==> config.mk <==
export PLATFORM = sky130hd
export DESIGN_NAME = quoted_token_splitter_flat
export DESIGN_NICKNAME = d
export VERILOG_FILES = /design/src/sv/qts_pkg.sv /design/src/sv/qts_in_if.sv /design/src/sv/qts_out_if.sv /design/src/sv/qts_cfg.sv /design/src/sv/qts_decode.sv /design/src/sv/qts_outbuf.sv /design/src/sv/quoted_token_splitter.sv /design/src/flat_wrapper.sv
export SDC_FILE = /design/constraint.sdc
export NUM_CORES = 1
export LEC_CHECK = 0
export BUFFER_PORTS_ARGS = -buffer_cell sky130_fd_sc_hd__clkbuf_2
export CAP_MARGIN = 25
export CORE_ASPECT_RATIO = 1.75
export CORE_MARGIN = 8
export CORE_UTILIZATION = 35
export CTS_BUF_LIST = sky130_fd_sc_hd__clkbuf_8
export CTS_CLUSTER_DIAMETER = 60
export DETAILED_ROUTE_END_ITERATION = 8
export GPL_TIMING_DRIVEN = 0
export SYNTH_ARGS = -nofsm -noshare
export SYNTH_HDL_FRONTEND = slang
export SYNTH_SLANG_ARGS = --single-unit
==> constraint.sdc <==
create_clock -name clk -period 4 [get_ports clk]
set_clock_uncertainty 0.2 [all_clocks]
set_input_delay 0 -clock clk [delete_from_list [all_inputs] [get_ports clk]]
set_output_delay 0 -clock clk [all_outputs]
set_load 0.005 [all_outputs]
==> src/sv/qts_pkg.sv <==
`default_nettype none
// ----------------------------------------------------------------------------
// qts_pkg
// shared types and constants of the quoted token splitter
// ----------------------------------------------------------------------------
package qts_pkg;

  localparam int BYTE_W = 8;
  localparam int KIND_W = 2;
  localparam int FLAG_W = 10;
  localparam int NRES   = 3;
  localparam int CNT_W  = 2;

  // configuration port
  localparam int CFG_AW = 3;
  localparam int CFG_DW = 32;
  localparam logic REG_TOKEN_FLAGS = 1'b0;

  // result kinds
  localparam logic [KIND_W-1:0] K_BYTE = 2'd0;
  localparam logic [KIND_W-1:0] K_TEND = 2'd1;
  localparam logic [KIND_W-1:0] K_ERR  = 2'd2;

  // scan modes
  localparam logic [2:0] M_SKIP  = 3'd0;
  localparam logic [2:0] M_TOKEN = 3'd1;
  localparam logic [2:0] M_ESC   = 3'd2;
  localparam logic [2:0] M_CTRL  = 3'd3;
  localparam logic [2:0] M_DIG1  = 3'd4;
  localparam logic [2:0] M_DIG2  = 3'd5;
  localparam logic [2:0] M_CARET = 3'd6;

  // quote kinds
  localparam logic [1:0] Q_NONE   = 2'd0;
  localparam logic [1:0] Q_SINGLE = 2'd1;
  localparam logic [1:0] Q_DOUBLE = 2'd2;

  // flag bits
  localparam int F_KEEP_SPACE   = 0;
  localparam int F_KEEP_COMMENT = 1;
  localparam int F_STOP_PLUS    = 2;
  localparam int F_STOP_MINUS   = 3;
  localparam int F_STOP_EQUAL   = 4;
  localparam int F_STOP_QUEST   = 5;
  localparam int F_KEEP_SEMI    = 6;
  localparam int F_PATTERN      = 7;
  localparam int F_NO_QUOTE     = 8;
  localparam int F_CONDENSE     = 9;

  localparam logic [11:0]       OCTAL_BIAS = 12'd3504;
  localparam logic [BYTE_W-1:0] CTRL_MASK  = 8'h7f;
  localparam logic [BYTE_W-1:0] ESC_BYTE   = 8'h1b;
  localparam logic [BYTE_W-1:0] CARET_BASE = 8'h40;

  typedef struct packed {
    logic [KIND_W-1:0] kind;
    logic [BYTE_W-1:0] data;
    logic              last;
  } res_t;

endpackage
`default_nettype wire

==> src/sv/qts_in_if.sv <==
`default_nettype none
// ----------------------------------------------------------------------------
// qts_in_if
// input channel: one line byte or a line-end marker per beat
// ----------------------------------------------------------------------------
interface qts_in_if import qts_pkg::*; ();
  logic              valid;
  logic              ready;
  logic [BYTE_W-1:0] in_byte;
  logic              line_end;

  modport source (output valid, output in_byte, output line_end, input ready);
  modport sink   (input valid, input in_byte, input line_end, output ready);
endinterface
`default_nettype wire

==> src/sv/qts_out_if.sv <==
`default_nettype none
// ----------------------------------------------------------------------------
// qts_out_if
// result channel: one decoded byte, token end or error per beat
// ----------------------------------------------------------------------------
interface qts_out_if import qts_pkg::*; ();
  logic              valid;
  logic              ready;
  logic [KIND_W-1:0] kind;
  logic [BYTE_W-1:0] out_byte;
  logic              last;

  modport source (output valid, output kind, output out_byte, output last, input ready);
  modport sink   (input valid, input kind, input out_byte, input last, output ready);
endinterface
`default_nettype wire

==> src/sv/qts_cfg.sv <==
`default_nettype none
// ----------------------------------------------------------------------------
// qts_cfg
// register port holding the token flags
// ----------------------------------------------------------------------------
module qts_cfg import qts_pkg::*; (
  input  wire logic              clk,
  input  wire logic              rst_n,
  input  wire logic              psel,
  input  wire logic              penable,
  input  wire logic              pwrite,
  input  wire logic [CFG_AW-1:0] paddr,
  input  wire logic [CFG_DW-1:0] pwdata,
  output logic      [CFG_DW-1:0] prdata,
  output logic                   pready,
  output logic      [FLAG_W-1:0] flags
);

  logic [FLAG_W-1:0] flags_r;
  logic              wr_en;
  logic              reg_idx;

  assign pready  = 1'b1;
  assign reg_idx = paddr[CFG_AW-1];
  assign wr_en   = psel & penable & pwrite & pready & (reg_idx == REG_TOKEN_FLAGS);

  always_ff @(posedge clk) begin
    if (!rst_n) begin
      flags_r <= '0;
    end else if (wr_en) begin
      flags_r <= pwdata[FLAG_W-1:0];
    end
  end

  always_comb begin
    prdata = '0;
    if (reg_idx == REG_TOKEN_FLAGS) begin
      prdata = {{(CFG_DW-FLAG_W){1'b0}}, flags_r};
    end
  end

  assign flags = flags_r;

endmodule
`default_nettype wire

==> src/sv/qts_decode.sv <==
`default_nettype none
// ----------------------------------------------------------------------------
// qts_decode
// input register, scan state and per-byte decode into up to three results
// ----------------------------------------------------------------------------
module qts_decode import qts_pkg::*; (
  input  wire logic                  clk,
  input  wire logic                  rst_n,
  qts_in_if.sink                     in_ch,
  input  wire logic [FLAG_W-1:0]     flags,
  input  wire logic                  buf_free,
  output logic                       load,
  output res_t      [NRES-1:0]       res,
  output logic      [CNT_W-1:0]      res_cnt
);

  typedef struct packed {
    logic              emit;
    logic [KIND_W-1:0] kind;
    logic [BYTE_W-1:0] data;
    logic [2:0]        mode;
    logic [1:0]        quote;
  } pb_t;

  logic              in_vld_r;
  logic [BYTE_W-1:0] byte_r;
  logic              le_r;
  logic [2:0]        mode_r, mode_nxt;
  logic [1:0]        quote_r, quote_nxt;
  logic [BYTE_W-1:0] dig1_r, dig1_nxt;
  logic [BYTE_W-1:0] dig2_r, dig2_nxt;
  logic              in_fire;

  function automatic logic is_ws(input logic [BYTE_W-1:0] b);
    return (b == 8'h20) || (b >= 8'h09 && b <= 8'h0d);
  endfunction

  function automatic logic is_digit(input logic [BYTE_W-1:0] b);
    return b >= 8'h30 && b <= 8'h39;
  endfunction

  function automatic logic is_alpha(input logic [BYTE_W-1:0] b);
    return (b >= 8'h41 && b <= 8'h5a) || (b >= 8'h61 && b <= 8'h7a);
  endfunction

  function automatic logic [BYTE_W-1:0] to_upper(input logic [BYTE_W-1:0] b);
    return (b >= 8'h61 && b <= 8'h7a) ? b - 8'h20 : b;
  endfunction

  function automatic logic stops(input logic [BYTE_W-1:0] b, input logic [FLAG_W-1:0] f);
    logic s;
    s = 1'b0;
    if (is_ws(b) && !f[F_KEEP_SPACE])   s = 1'b1;
    if (b == "#" && !f[F_KEEP_COMMENT]) s = 1'b1;
    if (b == "+" && f[F_STOP_PLUS])     s = 1'b1;
    if (b == "-" && f[F_STOP_MINUS])    s = 1'b1;
    if (b == "=" && f[F_STOP_EQUAL])    s = 1'b1;
    if (b == "?" && f[F_STOP_QUEST])    s = 1'b1;
    if (b == ";" && !f[F_KEEP_SEMI])    s = 1'b1;
    if (f[F_PATTERN] && (b == "~" || b == "%" || b == "=" || b == "!" || b == "|")) begin
      s = 1'b1;
    end
    return s;
  endfunction

  // ordinary byte inside a token; the mode it returns defaults to token
  function automatic pb_t plain(input logic [BYTE_W-1:0] b, input logic [1:0] q,
                                input logic [FLAG_W-1:0] f);
    pb_t p;
    p.emit  = 1'b0;
    p.kind  = K_BYTE;
    p.data  = b;
    p.mode  = M_TOKEN;
    p.quote = q;
    if (q == Q_NONE && stops(b, f)) begin
      p.emit = 1'b1;
      p.kind = K_TEND;
      p.mode = M_SKIP;
    end else if ((q == Q_SINGLE && b == "'") || (q == Q_DOUBLE && b == "\"")) begin
      p.quote = Q_NONE;
    end else if (q == Q_NONE && (b == "'" || b == "\"") && !f[F_NO_QUOTE]) begin
      p.quote = (b == "'") ? Q_SINGLE : Q_DOUBLE;
    end else if (b == "\\" && q != Q_SINGLE) begin
      p.mode = M_ESC;
    end else if (b == "^" && f[F_CONDENSE]) begin
      p.mode = M_CARET;
    end else begin
      p.emit = 1'b1;
    end
    return p;
  endfunction

  // ---------------- input register ----------------
  assign load        = in_vld_r & buf_free;
  assign in_ch.ready = ~in_vld_r | load;
  assign in_fire     = in_ch.valid & in_ch.ready;

  always_ff @(posedge clk) begin
    if (!rst_n) begin
      in_vld_r <= 1'b0;
    end else if (in_fire) begin
      in_vld_r <= 1'b1;
    end else if (load) begin
      in_vld_r <= 1'b0;
    end
  end

  always_ff @(posedge clk) begin
    if (in_fire) begin
      byte_r <= in_ch.in_byte;
      le_r   <= in_ch.line_end;
    end
  end

  // ---------------- decode ----------------
  always_comb begin
    logic [CNT_W-1:0]  n;
    logic [BYTE_W-1:0] b;
    logic [BYTE_W-1:0] oct;
    pb_t               p;
    logic              take_p;
    n         = '0;
    b         = byte_r;
    oct       = '0;
    p         = '0;
    take_p    = 1'b0;
    res       = '0;
    mode_nxt  = mode_r;
    quote_nxt = quote_r;
    dig1_nxt  = dig1_r;
    dig2_nxt  = dig2_r;

    if (le_r) begin
      if (mode_r == M_ESC || mode_r == M_CTRL || mode_r == M_CARET) begin
        res[n].kind = K_ERR; n = n + 1'b1;
      end else begin
        if (mode_r == M_DIG1 || mode_r == M_DIG2) begin
          res[n].kind = K_BYTE; res[n].data = dig1_r; n = n + 1'b1;
        end
        if (mode_r == M_DIG2) begin
          res[n].kind = K_BYTE; res[n].data = dig2_r; n = n + 1'b1;
        end
        res[n].kind = K_TEND; n = n + 1'b1;
      end
      mode_nxt  = M_SKIP;
      quote_nxt = Q_NONE;
      dig1_nxt  = '0;
      dig2_nxt  = '0;
    end else begin
      case (mode_r)
        M_SKIP: begin
          if (!is_ws(b)) begin
            p = plain(b, quote_r, flags);
            take_p = 1'b1;
          end
        end
        M_ESC: begin
          mode_nxt = M_TOKEN;
          res[n].kind = K_BYTE;
          if (b == "c" || b == "C") begin
            mode_nxt = M_CTRL;
          end else if (b == "e") begin
            res[n].data = ESC_BYTE; n = n + 1'b1;
          end else if (b == "f") begin
            res[n].data = 8'h0c; n = n + 1'b1;
          end else if (b == "n") begin
            res[n].data = 8'h0a; n = n + 1'b1;
          end else if (b == "r") begin
            res[n].data = 8'h0d; n = n + 1'b1;
          end else if (b == "t") begin
            res[n].data = 8'h09; n = n + 1'b1;
          end else if (is_digit(b)) begin
            dig1_nxt = b;
            mode_nxt = M_DIG1;
          end else begin
            res[n].data = b; n = n + 1'b1;
          end
        end
        M_CTRL: begin
          mode_nxt = M_TOKEN;
          res[n].kind = K_BYTE;
          res[n].data = (to_upper(b) - CARET_BASE) & CTRL_MASK;
          n = n + 1'b1;
        end
        M_DIG1: begin
          if (is_digit(b)) begin
            dig2_nxt = b;
            mode_nxt = M_DIG2;
          end else begin
            res[n].kind = K_BYTE; res[n].data = dig1_r; n = n + 1'b1;
            p = plain(b, quote_r, flags);
            take_p = 1'b1;
          end
        end
        M_DIG2: begin
          mode_nxt = M_TOKEN;
          if (is_digit(b)) begin
            // only the low byte of the octal sum survives
            oct = {dig1_r[1:0], 6'b0} + {dig2_r[4:0], 3'b0} + b - OCTAL_BIAS[BYTE_W-1:0];
            res[n].kind = K_BYTE; res[n].data = oct; n = n + 1'b1;
          end else begin
            res[n].kind = K_BYTE; res[n].data = dig1_r; n = n + 1'b1;
            res[n].kind = K_BYTE; res[n].data = dig2_r; n = n + 1'b1;
            p = plain(b, quote_r, flags);
            take_p = 1'b1;
          end
        end
        M_CARET: begin
          mode_nxt = M_TOKEN;
          res[n].kind = K_BYTE;
          if (b == "^") begin
            res[n].data = "^"; n = n + 1'b1;
          end else if (b == "[") begin
            res[n].data = ESC_BYTE; n = n + 1'b1;
          end else if (is_alpha(b)) begin
            res[n].data = to_upper(b) - CARET_BASE; n = n + 1'b1;
          end else begin
            res[n].data = "^"; n = n + 1'b1;
            res[n].kind = K_BYTE; res[n].data = b; n = n + 1'b1;
          end
        end
        default: begin
          p = plain(b, quote_r, flags);
          take_p = 1'b1;
        end
      endcase

      // modes that fall into the plain byte path
      if (take_p) begin
        mode_nxt  = p.mode;
        quote_nxt = p.quote;
        if (p.emit) begin
          res[n].kind = p.kind; res[n].data = p.data; n = n + 1'b1;
        end
      end
    end

    if (n != '0) begin
      res[n - 1'b1].last = 1'b1;
    end
    res_cnt = n;
  end

  always_ff @(posedge clk) begin
    if (!rst_n) begin
      mode_r  <= M_SKIP;
      quote_r <= Q_NONE;
      dig1_r  <= '0;
      dig2_r  <= '0;
    end else if (load) begin
      mode_r  <= mode_nxt;
      quote_r <= quote_nxt;
      dig1_r  <= dig1_nxt;
      dig2_r  <= dig2_nxt;
    end
  end

endmodule
`default_nettype wire

==> src/sv/qts_outbuf.sv <==
`default_nettype none
// ----------------------------------------------------------------------------
// qts_outbuf
// result register: holds the results of one byte and hands them out a beat each
// ----------------------------------------------------------------------------
module qts_outbuf import qts_pkg::*; (
  input  wire logic                  clk,
  input  wire logic                  rst_n,
  input  wire logic                  load,
  input  res_t      [NRES-1:0]       res,
  input  wire logic [CNT_W-1:0]      res_cnt,
  output logic                       buf_free,
  qts_out_if.source                  out_ch
);

  res_t [NRES-1:0]  ent_r;
  logic [CNT_W-1:0] rd_r;
  logic [CNT_W-1:0] rem_r;
  logic             fire;
  res_t             head;

  assign head           = ent_r[rd_r];
  assign out_ch.valid    = (rem_r != '0);
  assign out_ch.kind     = head.kind;
  assign out_ch.out_byte = head.data;
  assign out_ch.last     = head.last;
  assign fire            = out_ch.valid & out_ch.ready;
  // free when empty or the final beat leaves this cycle
  assign buf_free        = (rem_r == '0) || (rem_r == 2'd1 && fire);

  always_ff @(posedge clk) begin
    if (!rst_n) begin
      rd_r  <= '0;
      rem_r <= '0;
    end else if (load) begin
      rd_r  <= '0;
      rem_r <= res_cnt;
    end else if (fire) begin
      rd_r  <= rd_r + 1'b1;
      rem_r <= rem_r - 1'b1;
    end
  end

  always_ff @(posedge clk) begin
    if (load) begin
      ent_r <= res;
    end
  end

  a_load_only_when_free: assert property (@(posedge clk) disable iff (!rst_n)
    load |-> (rem_r == '0) || (rem_r == 2'd1 && fire))
    else $error("results loaded over pending results");

  a_read_in_range: assert property (@(posedge clk) disable iff (!rst_n)
    ({1'b0, rd_r} + {1'b0, rem_r}) <= 3'd3)
    else $error("read pointer past stored results");

  a_last_on_final: assert property (@(posedge clk) disable iff (!rst_n)
    (rem_r == 2'd1) |-> head.last)
    else $error("final result of a byte lacks last");

  a_empty_load: assert property (@(posedge clk) disable iff (!rst_n)
    (load && res_cnt == '0) |=> !out_ch.valid)
    else $error("result shown for a byte that gives none");

endmodule
`default_nettype wire

==> src/sv/quoted_token_splitter.sv <==
`default_nettype none
// ----------------------------------------------------------------------------
// quoted_token_splitter
// Splits a line, one byte per input beat, into shell-style tokens. A beat with
// line_end set closes the line. Each input beat gives zero to three result
// beats on out_ch: decoded bytes, a token end carrying the stopping delimiter
// (zero at a line end), or an error when an escape is cut off by the line end;
// last marks the final result of an input beat.
// An accepted beat is held in the input register and is decoded into the
// result register once that register is free; its first result is then valid
// on out_ch. While out_ch does not stall, a byte with at most one result is
// taken every cycle; a byte with more results holds the input side until they
// have drained, the rate being set by the single result register that drains
// one beat per cycle while out_ch is ready.
// Reset (rst_n low, synchronous) clears the flags, the scan state and the valid
// state of both registers. When out_ch stalls, the result register holds and the
// input register fills, after which in_ch.ready drops; nothing is dropped.
// token_flags is written at addresses 0 to 3 of the register port (paddr[2] low).
// ----------------------------------------------------------------------------
module quoted_token_splitter import qts_pkg::*; (
  input  wire logic              clk,
  input  wire logic              rst_n,
  qts_in_if.sink                 in_ch,
  qts_out_if.source              out_ch,
  input  wire logic              psel,
  input  wire logic              penable,
  input  wire logic              pwrite,
  input  wire logic [CFG_AW-1:0] paddr,
  input  wire logic [CFG_DW-1:0] pwdata,
  output logic      [CFG_DW-1:0] prdata,
  output logic                   pready
);

  logic [FLAG_W-1:0] flags;
  logic              buf_free;
  logic              load;
  res_t [NRES-1:0]   res;
  logic [CNT_W-1:0]  res_cnt;

  qts_cfg u_cfg (
    .clk     (clk),
    .rst_n   (rst_n),
    .psel    (psel),
    .penable (penable),
    .pwrite  (pwrite),
    .paddr   (paddr),
    .pwdata  (pwdata),
    .prdata  (prdata),
    .pready  (pready),
    .flags   (flags)
  );

  qts_decode u_decode (
    .clk      (clk),
    .rst_n    (rst_n),
    .in_ch    (in_ch),
    .flags    (flags),
    .buf_free (buf_free),
    .load     (load),
    .res      (res),
    .res_cnt  (res_cnt)
  );

  qts_outbuf u_outbuf (
    .clk      (clk),
    .rst_n    (rst_n),
    .load     (load),
    .res      (res),
    .res_cnt  (res_cnt),
    .buf_free (buf_free),
    .out_ch   (out_ch)
  );

endmodule
`default_nettype wire
==> src/flat_wrapper.sv <==
// flat-port wrapper written by rule: the top's interface ports become plain ports
module quoted_token_splitter_flat import qts_pkg::*;
  (clk, rst_n, psel, penable, pwrite, paddr, pwdata, prdata, pready, in_ch_valid, in_ch_in_byte, in_ch_line_end, in_ch_ready, out_ch_valid, out_ch_kind, out_ch_out_byte, out_ch_last, out_ch_ready);
  qts_in_if in_ch_i ();
  qts_out_if out_ch_i ();
  input  wire logic clk;
  input  wire logic rst_n;
  input  wire logic psel;
  input  wire logic penable;
  input  wire logic pwrite;
  input  wire logic [CFG_AW-1:0] paddr;
  input  wire logic [CFG_DW-1:0] pwdata;
  output logic      [CFG_DW-1:0] prdata;
  output logic pready;
  input wire logic [$bits(in_ch_i.valid)-1:0] in_ch_valid;
  input wire logic [$bits(in_ch_i.in_byte)-1:0] in_ch_in_byte;
  input wire logic [$bits(in_ch_i.line_end)-1:0] in_ch_line_end;
  output wire logic [$bits(in_ch_i.ready)-1:0] in_ch_ready;
  output wire logic [$bits(out_ch_i.valid)-1:0] out_ch_valid;
  output wire logic [$bits(out_ch_i.kind)-1:0] out_ch_kind;
  output wire logic [$bits(out_ch_i.out_byte)-1:0] out_ch_out_byte;
  output wire logic [$bits(out_ch_i.last)-1:0] out_ch_last;
  input wire logic [$bits(out_ch_i.ready)-1:0] out_ch_ready;
  assign in_ch_i.valid = in_ch_valid;
  assign in_ch_i.in_byte = in_ch_in_byte;
  assign in_ch_i.line_end = in_ch_line_end;
  assign in_ch_ready = in_ch_i.ready;
  assign out_ch_valid = out_ch_i.valid;
  assign out_ch_kind = out_ch_i.kind;
  assign out_ch_out_byte = out_ch_i.out_byte;
  assign out_ch_last = out_ch_i.last;
  assign out_ch_i.ready = out_ch_ready;
  quoted_token_splitter u_core (.clk(clk), .rst_n(rst_n), .in_ch(in_ch_i), .out_ch(out_ch_i), .psel(psel), .penable(penable), .pwrite(pwrite), .paddr(paddr), .pwdata(pwdata), .prdata(prdata), .pready(pready));
endmodule
==> summary.md <==
| Metric | Value |
|---|---|
| Crit path time final | `3.87 ns` |
| Vias/cell | `5.49` |
| Complex-gate fraction of the synthesized area | `20.7%` |
| Root buf cell | `clkbuf_8` |
| Power Internal | `1.49 mW` |
| Vias in the first global route | `5,077` |
| Post-synthesis mux area share | `3.04%` |
| Die ar. | `19,400 µm²` |
| Most common cell in the netlist | `nand2_1` |
| Main synth FF type | `edfxtp_1` |
| Fin nets | `779` |
| Peak supply drop | `0.212 mV` |
| CTS tree | `yes` |
| Worst skew pair latency | `0.36 ns` |
| Reg power frac | `43.4%` |
| Simple-gate share of the synthesized area | `25.4%` |
| Reg2reg setup slack | `0.13 ns` |
| Total track usage | `18.4%` |
| Worst reg-to-reg path cell count | `13` |
| CP endpoint | `u_core.u_outbuf.ent_r[3]$_DFFE_PP_` |
| Fin cells | `899` |
| First-pass GRT wire length | `27,400 µm` |
| Max transition margin | `38.5%` |
| # rows | `59` |
| Clock transition at path regs | `0.09 ns` |
| Worst Setup Path Type | `flip-flop to flip-flop` |
| Final Hold Slack | `0.0885 ns` |
| Sw Ratio | `28.7%` |
| Xor-xnor portion of the synthesized cell area | `1.99%` |
| Die height | `178 µm` |
| Post-Synth Adder-Cell Area | `4.32%` |
| Antenna violations before repair | `0` |
| Initial drt markers | `230` |
| Core box area | `14,800 µm²` |
| DRC | `0` |
| Crit path max fanout | `10` |
| Setup TNS | `0 ns` |
| CP Launch Point | `u_core.u_decode.byte_r[5]$_DFFE_PP_` |
| DP Cell Count | `857` |
| TritonCTS Buffers | `9` |
| CP Data Arrival Time | `3.74 ns` |
| N_diodes | `0` |
| Netlist cell types | `81` |
| Max-Cap Viols | `0` |
| CTS H-tree depth | `3` |
| Mapped cell area | `5280 µm²` |
| Vias | `4,939` |
| Place WS | `-0.450 ns` |
| Synth Warn # | `0` |
| Syn_area_per_cell | `8.76 µm²` |
| Initial Util | `35.6%` |
| Drt pass-1 iters | `5` |
| Tot Pwr | `2.10 mW` |
| Placer Congestion | `0.973` |
| Detailed Place HPWL | `13,800 µm` |
| Die extent in x | `109 µm` |
| Leak Pwr | `2.41 nW` |
| Setup ws final | `0.134 ns` |
| Clock Path Buffers | `2` |
| CP Data Required Time | `3.88 ns` |
| Pwr dens | `327 nW/µm²` |
| Pin count of the biggest net entering global routing | `29` |
| Wire per inst | `19.4 µm` |
| Post-synth EDFFs | `40` |
| Reg2reg start | `u_core.u_decode.byte_r[5]$_DFFE_PP_` |
| Run status | `complete, no violations` |
| Startpoint Class | `flip-flop` |
| Endpoints failing setup | `0` |
| Worst r2r dst | `u_core.u_outbuf.ent_r[3]$_DFFE_PP_` |
| Fmax | `0.259 GHz` |
| Largest area contributor in the netlist | `edfxtp_1` |
| Share of cells above drive strength 1 | `17.9%` |
| Setup crit end kind | `flip-flop` |
| Area grow syn2layout | `21.4%` |
| Hold Crit Class | `input pin to flip-flop` |
| RSZ-0062 raised after global routing | `false` |
| Seq cells post-synth | `76` |
| # port buffers | `49` |
| IO Count | `97` |
| Cells after synthesis | `602` |
| Clock network fraction of total power | `35.2%` |
| Ys async rst share | `0%` |
| Routed Antenna Nets | `0` |
| Clock sink count | `76` |
| Fin crit share | `96.6%` |
| Worst slew pin tran | `0.909 ns` |
| NetSw | `601 µW` |
| Fin. Hold Viols | `0` |
| Comb power frac | `21.5%` |
| Top cells by area, synth | `edfxtp_1 23%, dfxtp_1 14%, nand2_1 5.8%` |
| Fill count | `1,490` |
| Largest family of logic cells by synthesized area | `simple AND/OR/NAND/NOR gates` |
| Sequential share of the synthesized area | `36.4%` |
| Routed wire length | `17,400 µm` |
| Synth top cells by count | `81 x nand2_1, 40 x edfxtp_1, 36 x dfxtp_1` |
| Top-area cell type share of the netlist area | `22.8%` |
| GRT Residual Overflow | `0` |
| Slew Limit Fails | `0` |
## flip-flops by register name, summed over array words and instances (netlist names)
name and cells:
u_core.u_cfg.flags 10, u_core.u_decode.byte_r 8, u_core.u_decode.dig1_r 8, u_core.u_decode.dig2_r 8, u_core.u_decode.in_vld_r 1, u_core.u_decode.le_r 1
u_core.u_decode.mode_r 3, u_core.u_decode.quote_r 2, u_core.u_outbuf.ent_r 31, u_core.u_outbuf.rd_r 2, u_core.u_outbuf.rem_r 2
## worst min-delay path by stage
stage,from,end,slack (ns),depth (start not counted)
6_report,penable,u_core.u_cfg.flags[4]$_SDFFE_PN0P_,0.09,5
4_1_cts,penable,u_core.u_cfg.flags[4]$_SDFFE_PN0P_,0.09,5
3_5_place_dp,in_ch_in_byte[5],u_core.u_decode.byte_r[5]$_DFFE_PP_,-0.02,1
2_1_floorplan,in_ch_in_byte[0],u_core.u_decode.byte_r[0]$_DFFE_PP_,-0.10,0
5_1_grt,in_ch_in_byte[7],u_core.u_decode.byte_r[7]$_DFFE_PP_,0.16,2
3_3_place_gp,in_ch_line_end,u_core.u_decode.le_r$_DFFE_PP_,-0.02,1
## kinds of logic after synthesis
family / after synthesis
compound gates: 151
xor+xnor: 12
fa+ha+maj: 17
buf+inv: 86
flops: 76
mux: 16
other cells: 2
simple gates: 242
## final cells by class
cell class	instances	area (µm²)	area share (%)
multi-input cells	461	3050	47.6
flip-flops and latches	76	1920	30.0
repair buffers	77	533	8.33
plain buffers	63	338	5.28
well taps	183	229	3.58
clock buffers	10	138	2.15
clock inverters	6	111	1.74
inverters	23	86.3	1.35
## power groups by stage
stage / registers (mW) / clock network [mW] / logic, mW
floorplan: 0.916 / 0 / 0.276
global placement: 0.925 / 0 / 0.404
detailed placement: 0.926 / 0 / 0.419
CTS: 0.908 / 0.750 / 0.444
global route: 0.914 / 0.786 / 0.495
finish: 0.909 / 0.737 / 0.450
## timing repair
action,4_1_cts,5_1_grt
resized for setup,3,8
setup buffers,1,1
endpoints found under the setup margin,8,12
hold buffers,24,0
pin swaps,0,1
hold endpoints to repair,26,0
## critical path: stages, from the launching register on
cell and delay, ns:
edfxtp_1 0.55, clkbuf_2 0.28, inv_2 0.21, ha_1 0.17, nand4_1 0.12, a221o_1 0.39, a31oi_2 0.36, nor2_2 0.13
ha_1 0.25, nor4b_4 0.14, buf_4 0.19, a221o_1 0.27, a32oi_1 0.17, o31ai_1 0.12
## layout by cell type, fill, tap and decap left out, types with 5 or more instances in the layout
| cell type | instances |
|---|---|
| nand2_1 | 81 |
| clkbuf_2 | 51 |
| edfxtp_1 | 40 |
| dfxtp_1 | 36 |
| nor2_1 | 31 |
| clkbuf_1 | 29 |
| o21ai_0 | 29 |
| nor2b_1 | 27 |
| buf_4 | 26 |
| dlygate4sd3_1 | 24 |
| inv_1 | 23 |
| conb_1 | 23 |
| a21oi_1 | 22 |
| mux2i_1 | 16 |
| a21boi_0 | 16 |
| ha_1 | 15 |
| nand2b_1 | 13 |
| nand3_1 | 13 |
| and3_1 | 10 |
| nor3_1 | 10 |
| clkbuf_8 | 10 |
| a32oi_1 | 9 |
| buf_2 | 8 |
| xnor2_1 | 8 |
| o22ai_1 | 7 |
| a22o_1 | 7 |
| a22oi_1 | 6 |
| or3_1 | 6 |
| nand4b_1 | 5 |
| o21ai_1 | 5 |
| nand4_1 | 5 |
| a31oi_1 | 5 |
## per-layer routing
layer	share of wire [%]	track usage, %
met4	6.8	12.3
met3	5.2	3.22
met1	35	17.9
met2	53	34.3
met5	0	0
## metrics by stage
stage               util, %  cell area [µm²]
CTS                    43.0             6370
global placement       39.3             5830
finish                 43.1             6400
floorplan                 -             5350
global route           43.1             6400
detailed placement     39.5             5860
Power figures use the tool's default switching activity.
